**config.mk**
```make
export PLATFORM = sky130hd
export DESIGN_NAME = keyboard_scancode_decoder_top
export DESIGN_NICKNAME = d
export VERILOG_FILES = /design/src/hw/rtl/kscd_pkg.sv /design/src/hw/rtl/kscd_decode.sv /design/src/hw/rtl/kscd_fifo.sv /design/src/hw/rtl/keyboard_scancode_decoder_top.sv
export SDC_FILE = /design/constraint.sdc
export NUM_CORES = 1
export LEC_CHECK = 0
export BUFFER_PORTS_ARGS = -buffer_cell sky130_fd_sc_hd__buf_2
export CORE_UTILIZATION = 56
export CTS_CLUSTER_DIAMETER = 80
export DETAILED_ROUTE_END_ITERATION = 12
export MAX_ROUTING_LAYER = met4
export PLACE_DENSITY = 0.74
export SKIP_CTS_REPAIR_TIMING = 1
export SYNTH_ARGS = -nofsm -noshare
export SYNTH_HDL_FRONTEND = slang
export SYNTH_SLANG_ARGS = --single-unit
```
**constraint.sdc**
```tcl
create_clock -name clock -period 3.8 [get_ports clock]
set_input_delay 0.76 -clock clock [delete_from_list [all_inputs] [get_ports clock]]
set_output_delay 0.76 -clock clock [all_outputs]
set_load 0.1 [all_outputs]
```
**src/hw/rtl/kscd_pkg.sv**
```systemverilog
// kscd_pkg: shared types, constants and register indexes of the scancode decoder
// no dependencies; imported by kscd_decode, kscd_fifo, keyboard_scancode_decoder_top and the testbench

package kscd_pkg;

   localparam int FIFO_DEPTH = 16;
   localparam int PTR_W      = (FIFO_DEPTH > 1) ? $clog2(FIFO_DEPTH) : 1;
   localparam int CNT_W      = $clog2(FIFO_DEPTH + 1);

   localparam logic [7:0] RELEASE_PREFIX_RST  = 8'hF0;
   localparam logic [7:0] EXTENDED_PREFIX_RST = 8'hE0;
   localparam logic [7:0] SHIFT_CODE_RST      = 8'h12;
   localparam logic [7:0] ALT_CODE_RST        = 8'h11;
   localparam logic [7:0] CTL_CODE_RST        = 8'h14;

   typedef enum logic [2:0] {
      CSR_RELEASE_PREFIX  = 3'd0,
      CSR_EXTENDED_PREFIX = 3'd1,
      CSR_SHIFT_CODE      = 3'd2,
      CSR_ALT_CODE        = 3'd3,
      CSR_CTL_CODE        = 3'd4
   } csr_index_type;

   // modifier bit order: bit0 shift, bit1 alt, bit2 ctl
   localparam logic [2:0] MOD_SHIFT = 3'b001;
   localparam logic [2:0] MOD_ALT   = 3'b010;
   localparam logic [2:0] MOD_CTL   = 3'b100;
   localparam logic [2:0] MOD_NONE  = 3'b000;

   typedef struct packed {
      logic       is_extended;
      logic       is_release;
      logic [2:0] mods;
      logic [7:0] code;
   } key_entry_type;

   typedef struct packed {
      logic [7:0] release_prefix;
      logic [7:0] extended_prefix;
      logic [7:0] shift_code;
      logic [7:0] alt_code;
      logic [7:0] ctl_code;
   } cfg_type;

   typedef struct packed {
      logic          key_req;
      logic          pop_en;
      key_entry_type entry;
   } dec_type;

   typedef struct packed {
      logic          key_valid;
      logic          overflow;
      key_entry_type entry;
   } rsp_type;

endpackage

```
**src/hw/rtl/kscd_decode.sv**
```systemverilog
// kscd_decode: prefix flags, modifier state and classification of one received byte
// depends on kscd_pkg

module kscd_decode
   import kscd_pkg::*;
(
   input  logic       clock,
   input  logic       reset,
   input  logic       step,
   input  cfg_type    cfg,
   input  logic       byte_valid,
   input  logic [7:0] scan_byte,
   output dec_type    dec
);

   logic       rel_ff, rel_in;
   logic       ext_ff, ext_in;
   logic [2:0] mod_ff, mod_in;
   logic [2:0] mask;

   always_comb begin
      if (scan_byte == cfg.shift_code) begin
         mask = MOD_SHIFT;
      end else if (scan_byte == cfg.alt_code) begin
         mask = MOD_ALT;
      end else if (scan_byte == cfg.ctl_code) begin
         mask = MOD_CTL;
      end else begin
         mask = MOD_NONE;
      end
   end

   always_comb begin
      rel_in      = rel_ff;
      ext_in      = ext_ff;
      mod_in      = mod_ff;
      dec.key_req = 1'b0;
      dec.pop_en  = 1'b1;
      dec.entry.is_extended = ext_ff;
      dec.entry.is_release  = rel_ff;
      dec.entry.mods        = mod_ff;
      dec.entry.code        = scan_byte;
      if (byte_valid) begin
         if (rel_ff && (mask != MOD_NONE)) begin
            // modifier released: tick ends here
            rel_in     = 1'b0;
            mod_in     = mod_ff & ~mask;
            dec.pop_en = 1'b0;
         end else begin
            rel_in = 1'b0;
            ext_in = 1'b0;
            if (scan_byte == cfg.extended_prefix) begin
               ext_in = 1'b1;
            end else if (scan_byte == cfg.release_prefix) begin
               rel_in = 1'b1;
            end else if (mask != MOD_NONE) begin
               mod_in = mod_ff | mask;
            end else begin
               dec.key_req = 1'b1;
            end
         end
      end
   end

   always_ff @(posedge clock) begin
      if (reset) begin
         rel_ff <= 1'b0;
         ext_ff <= 1'b0;
         mod_ff <= MOD_NONE;
      end else if (step) begin
         rel_ff <= rel_in;
         ext_ff <= ext_in;
         mod_ff <= mod_in;
      end
   end

endmodule

```
**src/hw/rtl/kscd_fifo.sv**
```systemverilog
// kscd_fifo: key queue with pointers, fill count, bypass and the result register
// depends on kscd_pkg; driven by kscd_decode through dec_type

module kscd_fifo
   import kscd_pkg::*;
(
   input  logic    clock,
   input  logic    reset,
   input  logic    step,
   input  dec_type dec,
   output rsp_type rsp
);

   key_entry_type mem [FIFO_DEPTH];

   logic [PTR_W-1:0] wr_ptr_ff, wr_ptr_in;
   logic [PTR_W-1:0] rd_ptr_ff, rd_ptr_in;
   logic [CNT_W-1:0] count_ff, count_in;
   logic             full;
   logic             push;
   logic             pop;
   logic             ovf;
   logic [CNT_W-1:0] count_push;
   rsp_type          rsp_ff;

   always_comb begin
      full       = (count_ff >= CNT_W'(FIFO_DEPTH));
      push       = dec.key_req && !full;
      ovf        = dec.key_req && full;
      count_push = count_ff + CNT_W'(push);
      pop        = dec.pop_en && (count_push != '0);
      count_in   = count_push - CNT_W'(pop);
      wr_ptr_in  = wr_ptr_ff;
      rd_ptr_in  = rd_ptr_ff;
      if (push) begin
         wr_ptr_in = (wr_ptr_ff == PTR_W'(FIFO_DEPTH - 1)) ? '0 : wr_ptr_ff + 1'b1;
      end
      if (pop) begin
         rd_ptr_in = (rd_ptr_ff == PTR_W'(FIFO_DEPTH - 1)) ? '0 : rd_ptr_ff + 1'b1;
      end
   end

   always_ff @(posedge clock) begin
      if (reset) begin
         wr_ptr_ff <= '0;
         rd_ptr_ff <= '0;
         count_ff  <= '0;
      end else if (step) begin
         wr_ptr_ff <= wr_ptr_in;
         rd_ptr_ff <= rd_ptr_in;
         count_ff  <= count_in;
      end
   end

   always_ff @(posedge clock) begin
      if (step && push) begin
         mem[wr_ptr_ff] <= dec.entry;
      end
   end

   // empty queue hands the new key straight through
   always_ff @(posedge clock) begin
      if (step) begin
         rsp_ff.key_valid <= pop;
         rsp_ff.overflow  <= ovf;
         if (!pop) begin
            rsp_ff.entry <= '0;
         end else if (count_ff == '0) begin
            rsp_ff.entry <= dec.entry;
         end else begin
            rsp_ff.entry <= mem[rd_ptr_ff];
         end
      end
   end

   assign rsp = rsp_ff;

   a_count_bound: assert property (@(posedge clock) disable iff (reset)
      count_ff <= CNT_W'(FIFO_DEPTH))
      else $error("fill count beyond depth");

   a_ptr_bound: assert property (@(posedge clock) disable iff (reset)
      (wr_ptr_ff <= PTR_W'(FIFO_DEPTH - 1)) && (rd_ptr_ff <= PTR_W'(FIFO_DEPTH - 1)))
      else $error("pointer beyond depth");

   a_no_pop_on_clear: assert property (@(posedge clock) disable iff (reset)
      step && !dec.pop_en |=> !rsp_ff.key_valid && (rsp_ff.entry == '0))
      else $error("key delivered on modifier release");

   a_overflow_full: assert property (@(posedge clock) disable iff (reset)
      step && dec.key_req && full |=> rsp_ff.overflow && ($past(count_ff) == count_ff + 1'b1))
      else $error("drop on full queue not reported");

endmodule

```
**src/hw/rtl/keyboard_scancode_decoder_top.sv**
```systemverilog
// keyboard_scancode_decoder_top: input register, config registers, output handshake
// depends on kscd_pkg, kscd_decode and kscd_fifo
//
//   port group  dir  handshake           payload
//   req_        in   req_valid/req_stall byte_valid, scan_byte
//   rsp_        out  rsp_valid/rsp_stall key_valid, key_code, modifiers, type flags, overflow
//   csr_        in   csr_write           csr_index, csr_data
//
// one word per clock sustained while rsp_stall is low; each word gives one result, registered
// in the input register, then through decode and queue access into the result register
// reset clears flags, modifiers, pointers, fill count and restores register defaults
// a stalled result holds in the output register; the input register then takes a word only while it is empty

module keyboard_scancode_decoder_top
   import kscd_pkg::*;
(
   input  logic       clock,
   input  logic       reset,
   input  logic       req_valid,
   output logic       req_stall,
   input  logic       req_byte_valid,
   input  logic [7:0] req_scan_byte,
   output logic       rsp_valid,
   input  logic       rsp_stall,
   output logic       rsp_key_valid,
   output logic [7:0] rsp_key_code,
   output logic       rsp_shift_held,
   output logic       rsp_alt_held,
   output logic       rsp_ctl_held,
   output logic       rsp_is_release,
   output logic       rsp_is_extended,
   output logic       rsp_overflow,
   input  logic       csr_write,
   input  logic [2:0] csr_index,
   input  logic [7:0] csr_data
);

   cfg_type    cfg_ff;
   logic       in_valid_ff, in_valid_in;
   logic       in_bv_ff;
   logic [7:0] in_byte_ff;
   logic       out_valid_ff, out_valid_in;
   logic       step;
   logic       in_load;
   dec_type    dec;
   rsp_type    rsp;

   always_comb begin
      step         = in_valid_ff && (!out_valid_ff || !rsp_stall);
      in_load      = !in_valid_ff || step;
      in_valid_in  = in_load ? req_valid : in_valid_ff;
      out_valid_in = step ? 1'b1 : (out_valid_ff && rsp_stall);
   end

   assign req_stall = !in_load;

   always_ff @(posedge clock) begin
      if (reset) begin
         in_valid_ff  <= 1'b0;
         out_valid_ff <= 1'b0;
      end else begin
         in_valid_ff  <= in_valid_in;
         out_valid_ff <= out_valid_in;
      end
   end

   always_ff @(posedge clock) begin
      if (in_load) begin
         in_bv_ff   <= req_byte_valid;
         in_byte_ff <= req_scan_byte;
      end
   end

   always_ff @(posedge clock) begin
      if (reset) begin
         cfg_ff.release_prefix  <= RELEASE_PREFIX_RST;
         cfg_ff.extended_prefix <= EXTENDED_PREFIX_RST;
         cfg_ff.shift_code      <= SHIFT_CODE_RST;
         cfg_ff.alt_code        <= ALT_CODE_RST;
         cfg_ff.ctl_code        <= CTL_CODE_RST;
      end else if (csr_write) begin
         unique case (csr_index)
            CSR_RELEASE_PREFIX:  cfg_ff.release_prefix  <= csr_data;
            CSR_EXTENDED_PREFIX: cfg_ff.extended_prefix <= csr_data;
            CSR_SHIFT_CODE:      cfg_ff.shift_code      <= csr_data;
            CSR_ALT_CODE:        cfg_ff.alt_code        <= csr_data;
            CSR_CTL_CODE:        cfg_ff.ctl_code        <= csr_data;
            default: begin
            end
         endcase
      end
   end

   kscd_decode u_decode (
      .clock      (clock),
      .reset      (reset),
      .step       (step),
      .cfg        (cfg_ff),
      .byte_valid (in_bv_ff),
      .scan_byte  (in_byte_ff),
      .dec        (dec)
   );

   kscd_fifo u_fifo (
      .clock (clock),
      .reset (reset),
      .step  (step),
      .dec   (dec),
      .rsp   (rsp)
   );

   assign rsp_valid       = out_valid_ff;
   assign rsp_key_valid   = rsp.key_valid;
   assign rsp_key_code    = rsp.entry.code;
   assign rsp_shift_held  = rsp.entry.mods[0];
   assign rsp_alt_held    = rsp.entry.mods[1];
   assign rsp_ctl_held    = rsp.entry.mods[2];
   assign rsp_is_release  = rsp.entry.is_release;
   assign rsp_is_extended = rsp.entry.is_extended;
   assign rsp_overflow    = rsp.overflow;

endmodule

```
## Yosys cells after proc, flatten, opt, wreduce, memory -nomap -nowiden

Memories as Yosys holds them, arrays and structs flattened. A register that Yosys moved wholly into a read port is not among the register bits.
Cells that the tools add are included.

- Bits in registers: 84
- RAM bits: 208
- Input port bits: 25
- Memories: 1

Memories:

| memory | words | bits a word | read ports | clocked after memory_dff | write ports | line | source |
|---|---|---|---|---|---|---|---|
| u_fifo.mem | 16 | 13 | 1 | 1 | 1 | kscd_fifo.sv:14 | `key_entry_type mem [FIFO_DEPTH];` |

- Add/subtract/negate cells: 4
- Magnitude comparators: 1
- Equality and inequality tests: 13
- Muxes and demuxes: 25
- Bitwise operators: 4
- Reduce and logical (&&, ||, !) cells: 29

Operators by type and width:

| operator | count |
|---|---|
| 8-bit == test | 5 |
| 3-bit 2-to-1 mux | 7 |
| 4-bit 2-to-1 mux | 4 |
| 2-bit AND reduction | 8 |
| 13-bit 2-to-1 mux | 1 |
| 1-bit 2-to-1 mux | 12 |
| 4-bit by 1-bit adder with 4-bit output, second input constant | 2 |
| 4-bit == test, second input constant | 2 |
| 1-bit logical AND | 7 |
| 3-bit by 2-bit == test with 1-bit output, second input constant | 2 |
| 5-bit by 1-bit adder with 5-bit output | 1 |
| 5-bit >= comparator, second input constant | 1 |
| 1-bit logical NOT | 5 |
| 5-bit logical NOT | 1 |
| 5-bit AND reduction | 1 |
| 5-bit nonzero test | 1 |
| 5-bit by 1-bit subtractor with 5-bit output | 1 |
| 2-bit by 1-bit != test with 1-bit output, second input constant | 2 |
| 3-bit bitwise AND | 1 |
| 3-bit by 1-bit == test with 1-bit output, second input constant | 1 |
| 3-bit == test, second input constant | 1 |
| 3-bit logical NOT | 1 |
| 3-bit NOT | 1 |
| 3-bit bitwise OR | 1 |
| 6 further kinds | 7 |

## Longest topological paths before layout

Gate-level depths: netlist of run 1.

- Depth after elaboration: 17
- Gate-level depth with buffers: 21
- Depth with buffers taken out: 18

## Hierarchy

Synthesis of run 1 repeated with hierarchy kept, for this count alone.

- Cells, all modules: 761
- Area, all modules: 12,439.4 µm²

By module, submodules not included:

| module | instances | cells an instance | area an instance (µm²) |
|---|---|---|---|
| kscd_fifo | 1 | 487 | 9,614.2 |
| keyboard_scancode_decoder_top | 1 | 171 | 1,965.6 |
| kscd_decode | 1 | 103 | 859.6 |

## Worst setup path before layout of run 1

Ideal clock, no wire load.

- Path kind: register to register
- Start: register in_byte_ff[4]
- End: register u_fifo.count_ff[4]
- Data arrival time: 4.136 ns
- Slack: -0.406 ns
- Stages on the path, launching flop included: 21
- Buffers on the path: 3
- Period minus slack after synthesis: 4.206 ns
- Cell sequence: edfxtp_1 -> buf_6 -> xor2_1 -> nor4_1 -> nand2_1 -> nand4_2 -> nor4b_1 -> ha_1 -> ha_1 -> clkbuf_1 -> nand2b_1 -> a211oi_1 -> nand2b_1 -> buf_2 -> inv_1 -> ha_1 -> ha_1 -> a31oi_1 -> a31oi_1 -> or3_1 -> a21oi_1

- Longest elaborated chain between the ends: 15

RTL lines:

| what | line | source |
|---|---|---|
| start: declaration | keyboard_scancode_decoder_top.sv:41 | `logic [7:0] in_byte_ff;` |
| start signal: assignment | keyboard_scancode_decoder_top.sv:70 | `in_byte_ff <= req_scan_byte;` |
| 8-bit == test | kscd_decode.sv:26 | `end else if (scan_byte == cfg.ctl_code) begin` |
| 3-bit 2-to-1 mux | kscd_decode.sv:26 |  |
| 3-bit 2-to-1 mux | kscd_decode.sv:24 | `end else if (scan_byte == cfg.alt_code) begin` |
| 3-bit 2-to-1 mux | kscd_decode.sv:22 | `if (scan_byte == cfg.shift_code) begin` |
| 3-bit nonzero test | kscd_decode.sv:44, kscd_decode.sv:56 |  |
| 1-bit 2-to-1 mux | kscd_decode.sv:56 | `end else if (mask != MOD_NONE) begin` |
| 1-bit 2-to-1 mux | kscd_decode.sv:54 | `end else if (scan_byte == cfg.release_prefix) begin` |
| 1-bit 2-to-1 mux | kscd_decode.sv:52 | `if (scan_byte == cfg.extended_prefix) begin` |
| 1-bit 2-to-1 mux | kscd_decode.sv:44 | `if (rel_ff && (mask != MOD_NONE)) begin` |
| 2-bit 2-to-1 mux (*) | kscd_decode.sv:43 | `if (byte_valid) begin` |
| 1-bit logical AND | kscd_fifo.sv:28 | `push = dec.key_req && !full;` |
| 5-bit by 1-bit adder with 5-bit output | kscd_fifo.sv:30 | `count_push = count_ff + CNT_W'(push);` |
| 5-bit nonzero test | kscd_fifo.sv:31 | `pop = dec.pop_en && (count_push != '0);` |
| 1-bit logical AND (*) | kscd_fifo.sv:31 |  |
| via u_fifo.pop | kscd_fifo.sv:21 | `logic pop;` |
| 5-bit by 1-bit subtractor with 5-bit output (*) | kscd_fifo.sv:32 | `count_in = count_push - CNT_W'(pop);` |
| end signal: assignment | kscd_fifo.sv:51 | `count_ff <= count_in;` |
| end: declaration | kscd_fifo.sv:18 | `logic [CNT_W-1:0] count_ff, count_in;` |

Mark *: on every way through the listed nets, which the timed path passes. The rest lies on a longest branch.
A chain may end at the register's enable or synchronous reset.

## Worst setup path after layout of run 1

- Start: register in_byte_ff[7]
- End: register u_fifo.count_ff[4]

Same word-level chain as after synthesis.

==> results.tsv, run 1 <==
stage	metric	value	unit
outcome	outcome	finished with violations	
outcome	violations	setup timing	
logic_synthesis	synthMuxAreaShare	0.136	
sta	maxSlewViolCount	0	
worst_setup_path	path_max_fanout	5	
sta	max-slew-margin-rel	0.214	
logic_synthesis	synthAdderAreaFrac	0.00928	
worst_setup_path	start_kind	flip-flop	
logic_synthesis	synth_flop_cell	edfxtp_1	
sta	fin_skew	17.3	ps
sta	fmax	0.259	GHz
sta	fin_setup_tns	-65.9	ps
final_layout	final_cell_mix	232 x edfxtp_1, 78 x nand2_1, 65 x mux4_2	
clock_network	worstSkewPairLatency	550	ps
final_layout	drive_gt1_frac	0.296	
logic_synthesis	syn-num-nets	785	
sta	setup_viol	1	
route	drt-pass1-iter-count	4	
worst_setup_path	critPathMaxStageDelay	470	ps
grt	grt_overflow	0	
job	drv_cap	0	
route	vias	6906	
worst_setup_path	path_class	reg2reg	
worst_setup_path	slowest_stage	edfxtp_1	
final_layout	fin_area	14100	um^2
route	drt_first_iter_violations	671	
sta	fin_crit_sh	1.02	
final_layout	fin_nets	870	
die	die_width	149	um
logic_synthesis	synth-simple-area-share	0.0858	
worst_setup_path	end_kind	flip-flop	
grt	grt_pass1_vias	6926	
placement	place_area	12800	um^2
worst_setup_path	cp_cell_sequence	buf_4, xor2_1, nor4_2, buf_4, nand2_4, nand4_4, nor4b_4, ha_2, ha_4, buf_6, o211ai_1, a211oi_2, nand2b_4, inv_4, ha_4, ha_4, a31oi_4, a31oi_2, or3_1, a21oi_1	
logic_synthesis	synth_edf_count	232	
final_layout	area_growth	16.2	%
clock_network	cts_tree	done	
logic_synthesis	synth_cells	751	
clock_network	clock-sinks	296	
sta	period_needed	3870	ps
final_layout	num_antenna_cells	0	
logic_synthesis	yosys_warnings	0	
power_and_ir_drop	leakage	4.59	nW
sta	finalHoldViolations	0	
logic_synthesis	ys_async_sr_fraction	0	
logic_synthesis	syn_area_per_cell	16.2	um^2
clock_network	h-tree-depth	1	
grt	antenna_found_initial	0	
grt	grt.total_usage	0.257	
final_layout	utilization	0.666	
worst_setup_path	cp.arrival	4340	ps
placement	numPortBuffers	41	
sta	rsz0062_at_grt	true	
clock_network	cts.reportedPaths.clkPinSlew	70	ps
die	initial_core_util	0.574	
die	die_area	22300	um^2
clock_network	max-clock-path-buffers	3	
route	drtAntennaViolNets	0	
route	drc	0	
logic_synthesis	synth_top_family_by_area	multiplexers	
clock_network	cts_inserted_buffers	29	
sta	timing.final.ws_setup	-65.9	ps
sta	holdWs	383	ps
logic_synthesis	synth_area	12100	um^2
die	die_y	149	um
logic_synthesis	yosysUniqueCellTypes	54	
route	routedWlPerCell	23.8	um
placement	hpwl	16900	um
die	num_rows	53	
logic_synthesis	ys_seq_area_frac	0.680	
power_and_ir_drop	vdd_drop_max	0.000423	V
logic_synthesis	synth_xor_area_frac	0.0323	
sta	tightest_slew	1180	ps
logic_synthesis	synth_compound_area_frac	0.0360	
route	vias_per_cell	6.09	
clock_network	cts-root-buf	clkbuf_16	
grt	grt_max_degree	53	
placement	gp_congestion	0.915	
die	coreArea	21200	um^2
grt	grt_first_pass_wirelength	40600	um
power_and_ir_drop	power.density	515	nW/um^2
die	ios	42	
logic_synthesis	synth-seq-cells	296	
final_layout	final_common_cell	edfxtp_1	
worst_setup_path	crit_required	4280	ps
route	wl	27000	um
worst_setup_path	crit_path_frequent_cell	ha_4	
min_path	hp-class	in2reg	
-- Yosys cell counts (8+ instances only) --
cell        n  area share
edfxtp_1  232        0.57
nand2_1    81       0.025
mux4_2     65        0.12
dfxtp_1    64        0.11
a21oi_1    43       0.018
xor2_1     33       0.024
nand3_1    32       0.013
nor2_1     24      0.0074
clkbuf_1   21      0.0065
mux2i_1    17       0.014
and3_1     10      0.0052
ha_1        9      0.0093
buf_4       8      0.0049
xnor2_1     8      0.0058
-- stage by stage --
stage | setup slack [ps] | power, mW | instances
floorplan | -62.1 | 4.13 | 751
global placement | 62.5 | 4.29 | 1063
detailed placement | -149 | 4.30 | 1063
CTS | -162 | 7.23 | 1117
global route | -255 | 7.45 | 1134
finish | -65.9 | 7.26 | 1134
-- logic make-up after synthesis --
group	count (synthesis)
AND/OR/NAND/NOR	197
AO/OA/AOI/OAI	72
multiplexers	83
adder cells (fa/ha/maj)	9
buffers and inverters	51
flip-flops	296
XOR/XNOR	43
-- power by group --
| part | leakage [nW] | internal (mW) | switching (mW) |
|---|---|---|---|
| Clock | 0.481 | 1.77 | 1.21 |
| Sequential | 2.48 | 3.53 | 0.0498 |
| Combinational | 1.64 | 0.256 | 0.442 |
-- sequential cells by signal, indices dropped and copies added, names as in the netlist, named ones only --
register	cells
u_fifo.mem	208
in_byte_ff	8
u_fifo.count_ff	5
cfg_ff	40
in_bv_ff	1
u_decode.rel_ff	1
u_fifo.rsp	15
u_fifo.rd_ptr_ff	4
u_decode.ext_ff	1
u_fifo.wr_ptr_ff	4
rsp_valid	1
in_valid_ff	1
-- per-layer routing --
| metal | global-route usage | wire [um] | vias up |
|---|---|---|---|
| li1 | - | - | 3076 |
| met1 | 0.329 | 10800 | 3495 |
| met2 | 0.422 | 13700 | 282 |
| met3 | 0.0419 | 1870 | 53 |
| met4 | 0.0796 | 633 | 0 |
| met5 | - | 0 | - |
-- path summary, 6_finish.rpt --
path / start / end / slack (ps) / depth (start not counted)
setup / recovery: in_byte_ff[7] / u_fifo.count_ff[4] / -70 / 20
hold reg to reg: cfg_ff[14] / cfg_ff[14] / 470 / 2
hold / removal: req_byte_valid / in_bv_ff / 380 / 1
setup reg to reg: in_byte_ff[7] / u_fifo.count_ff[4] / -70 / 20
-- area by class of cell --
class / instances / area [um^2]
clock buffer: 38 / 811
clock inverter: 16 / 190
fill: 1397 / 7060
inverter: 9 / 36.3
multi-input combinational: 404 / 3820
sequential: 296 / 8250
tap: 275 / 344
timing repair buffer: 96 / 642
-- worst max-delay path, delay by kind of cell, from the launching register on --
| kind | cells | cell delay [ps] |
|---|---|---|
| adders and majority gates | 4 | 780 |
| DFF | 1 | 470 |
| and+or+nand+nor | 6 | 1010 |
| AOI/OAI and AO/OA | 5 | 850 |
| buffers and inverters | 4 | 490 |
| xor gates and xnor gates | 1 | 190 |
Note: power is estimated with default switching activity, not from simulation.
==> run 2: changes to the inputs <==
Clock period 3.8 ns to 3.15 ns, I/O delays scaled along.
==> results.tsv, run 2 (synthesis gave the netlist of run 1 again) <==
stage	metric	value	unit
outcome	outcome	finished with violations	
outcome	violations	setup timing	
worst_setup_path	path_class	reg2reg	
sta	fmax	0.258	GHz
route	routedWlPerCell	24.2	um
clock_network	cts_tree	done	
route	wl	27900	um
sta	tightest_slew	894	ps
power_and_ir_drop	totalPowerFinal	8.82	mW
route	drc	0	
sta	fin_skew	13.9	ps
worst_setup_path	cp.arrival	4350	ps
die	num_rows	53	
die	coreArea	21200	um^2
sta	rsz0062_at_grt	true	
sta	max-slew-margin-rel	0.403	
final_layout	fin_nets	890	
die	die_width	149	um
grt	antenna_found_initial	0	
grt	grt_overflow	0	
route	vias_per_cell	6.11	
clock_network	max-clock-path-buffers	3	
final_layout	largest_reg_flops	208	
worst_setup_path	crit_required	3620	ps
final_layout	final_common_cell	edfxtp_1	
route	drtAntennaViolNets	0	
grt	grt.total_usage	0.268	
sta	fin_crit_sh	1.23	
grt	grt_first_pass_wirelength	42000	um
sta	maxSlewViolCount	0	
worst_setup_path	start_kind	flip-flop	
final_layout	fin_area	14300	um^2
worst_setup_path	end_kind	flip-flop	
die	die_area	22300	um^2
final_layout	final_cell_mix	232 x edfxtp_1, 79 x nand2_1, 69 x buf_4	
placement	post-place-ws	-603	ps
route	vias	7044	
final_layout	largest-register	u_fifo.mem	
power_and_ir_drop	leakage	4.67	nW
placement	numPortBuffers	41	
placement	gp_congestion	0.877	
final_layout	drive_gt1_frac	0.310	
job	drv_cap	0	
worst_setup_path	path_max_fanout	6	
sta	timing.final.ws_setup	-733	ps
clock_network	cts_inserted_buffers	29	
power_and_ir_drop	power.density	619	nW/um^2
die	ios	42	
clock_network	clock-sinks	296	
sta	setup_viol	23	
placement	dp_cells	1090	
grt	grt_pass1_vias	7071	
final_layout	final_cells	1152	
sta	period_needed	3880	ps
clock_network	worstSkewPairLatency	550	ps
power_and_ir_drop	vdd_drop_max	0.000472	V
clock_network	cts.reportedPaths.clkPinSlew	70	ps
placement	place_area	13100	um^2
route	drt_first_iter_violations	587	
final_layout	area_growth	17.4	%
die	die_y	149	um
final_layout	num_antenna_cells	0	
route	drt-pass1-iter-count	5	
placement	hpwl	17500	um
die	initial_core_util	0.574	
grt	grt_max_degree	33	
final_layout	utilization	0.674	
clock_network	cts-root-buf	clkbuf_16	
min_path	hp-class	in2reg	
clock_network	h-tree-depth	1	
sta	finalHoldViolations	0	
## run 2: cell types whose count changed in the layout (fill, tap and decap cells not counted), sizes merged
cell	change
clkinvlp	-2
clkinv	+3
bufinv	+2
buf	+20
clkbuf	-5
## run 2: per-stage QoR
step / TNS, ps / hold WS (ps)
floorplan: -2190 / 448
CTS: -3800 / 252
detailed placement: -2970 / 467
global route: -6860 / 252
finish: -3740 / 267
global placement: -1200 / 461
## run 2: power breakdown
part	internal (mW)	leakage (nW)	switching [mW]
registers	4.26	2.48	0.0670
logic	0.348	1.71	0.553
clock network	2.17	0.481	1.41
total	6.79	4.67	2.03
## run 2: critical path, stage by stage, from the launching register on
cell	delay, ps
edfxtp_1	550
xor2_1	210
nor4_1	470
nand2_2	150
nand4_4	110
nor4b_4	60
ha_2	230
ha_4	180
buf_4	120
nand2b_4	130
a211oi_2	220
nand2b_4	190
inv_4	50
ha_4	170
ha_4	160
a31oi_1	210
a31oi_1	140
or3_1	330
a21oi_1	140
## run 2: final timing paths
check / slack [ps] / startpoint / cells after the start / end
setup / recovery: -730 / in_byte_ff[0] / 18 / u_fifo.count_ff[4]
hold / removal: 270 / req_byte_valid / 1 / in_bv_ff
setup reg to reg: -730 / in_byte_ff[0] / 18 / u_fifo.count_ff[4]
hold reg to reg: 470 / cfg_ff[15] / 2 / cfg_ff[15]
## run 2: final cells by class
class	count	area [um^2]
Inverter	9	36.3
Clock buffer	33	741
Clock inverter	19	251
Tap cell	275	344
Sequential cell	296	8250
Fill cell	1388	6900
Timing Repair Buffer	116	817
Multi-Input combinational cell	404	3810
## run 2: per-layer routing
metal	share of wire	vias to the layer above	GRT usage
met1	0.40	3606	0.349
met2	0.51	282	0.441
met5	0	-	-
li1	-	3107	-
met4	0.025	0	0.0811
met3	0.065	49	0.0385
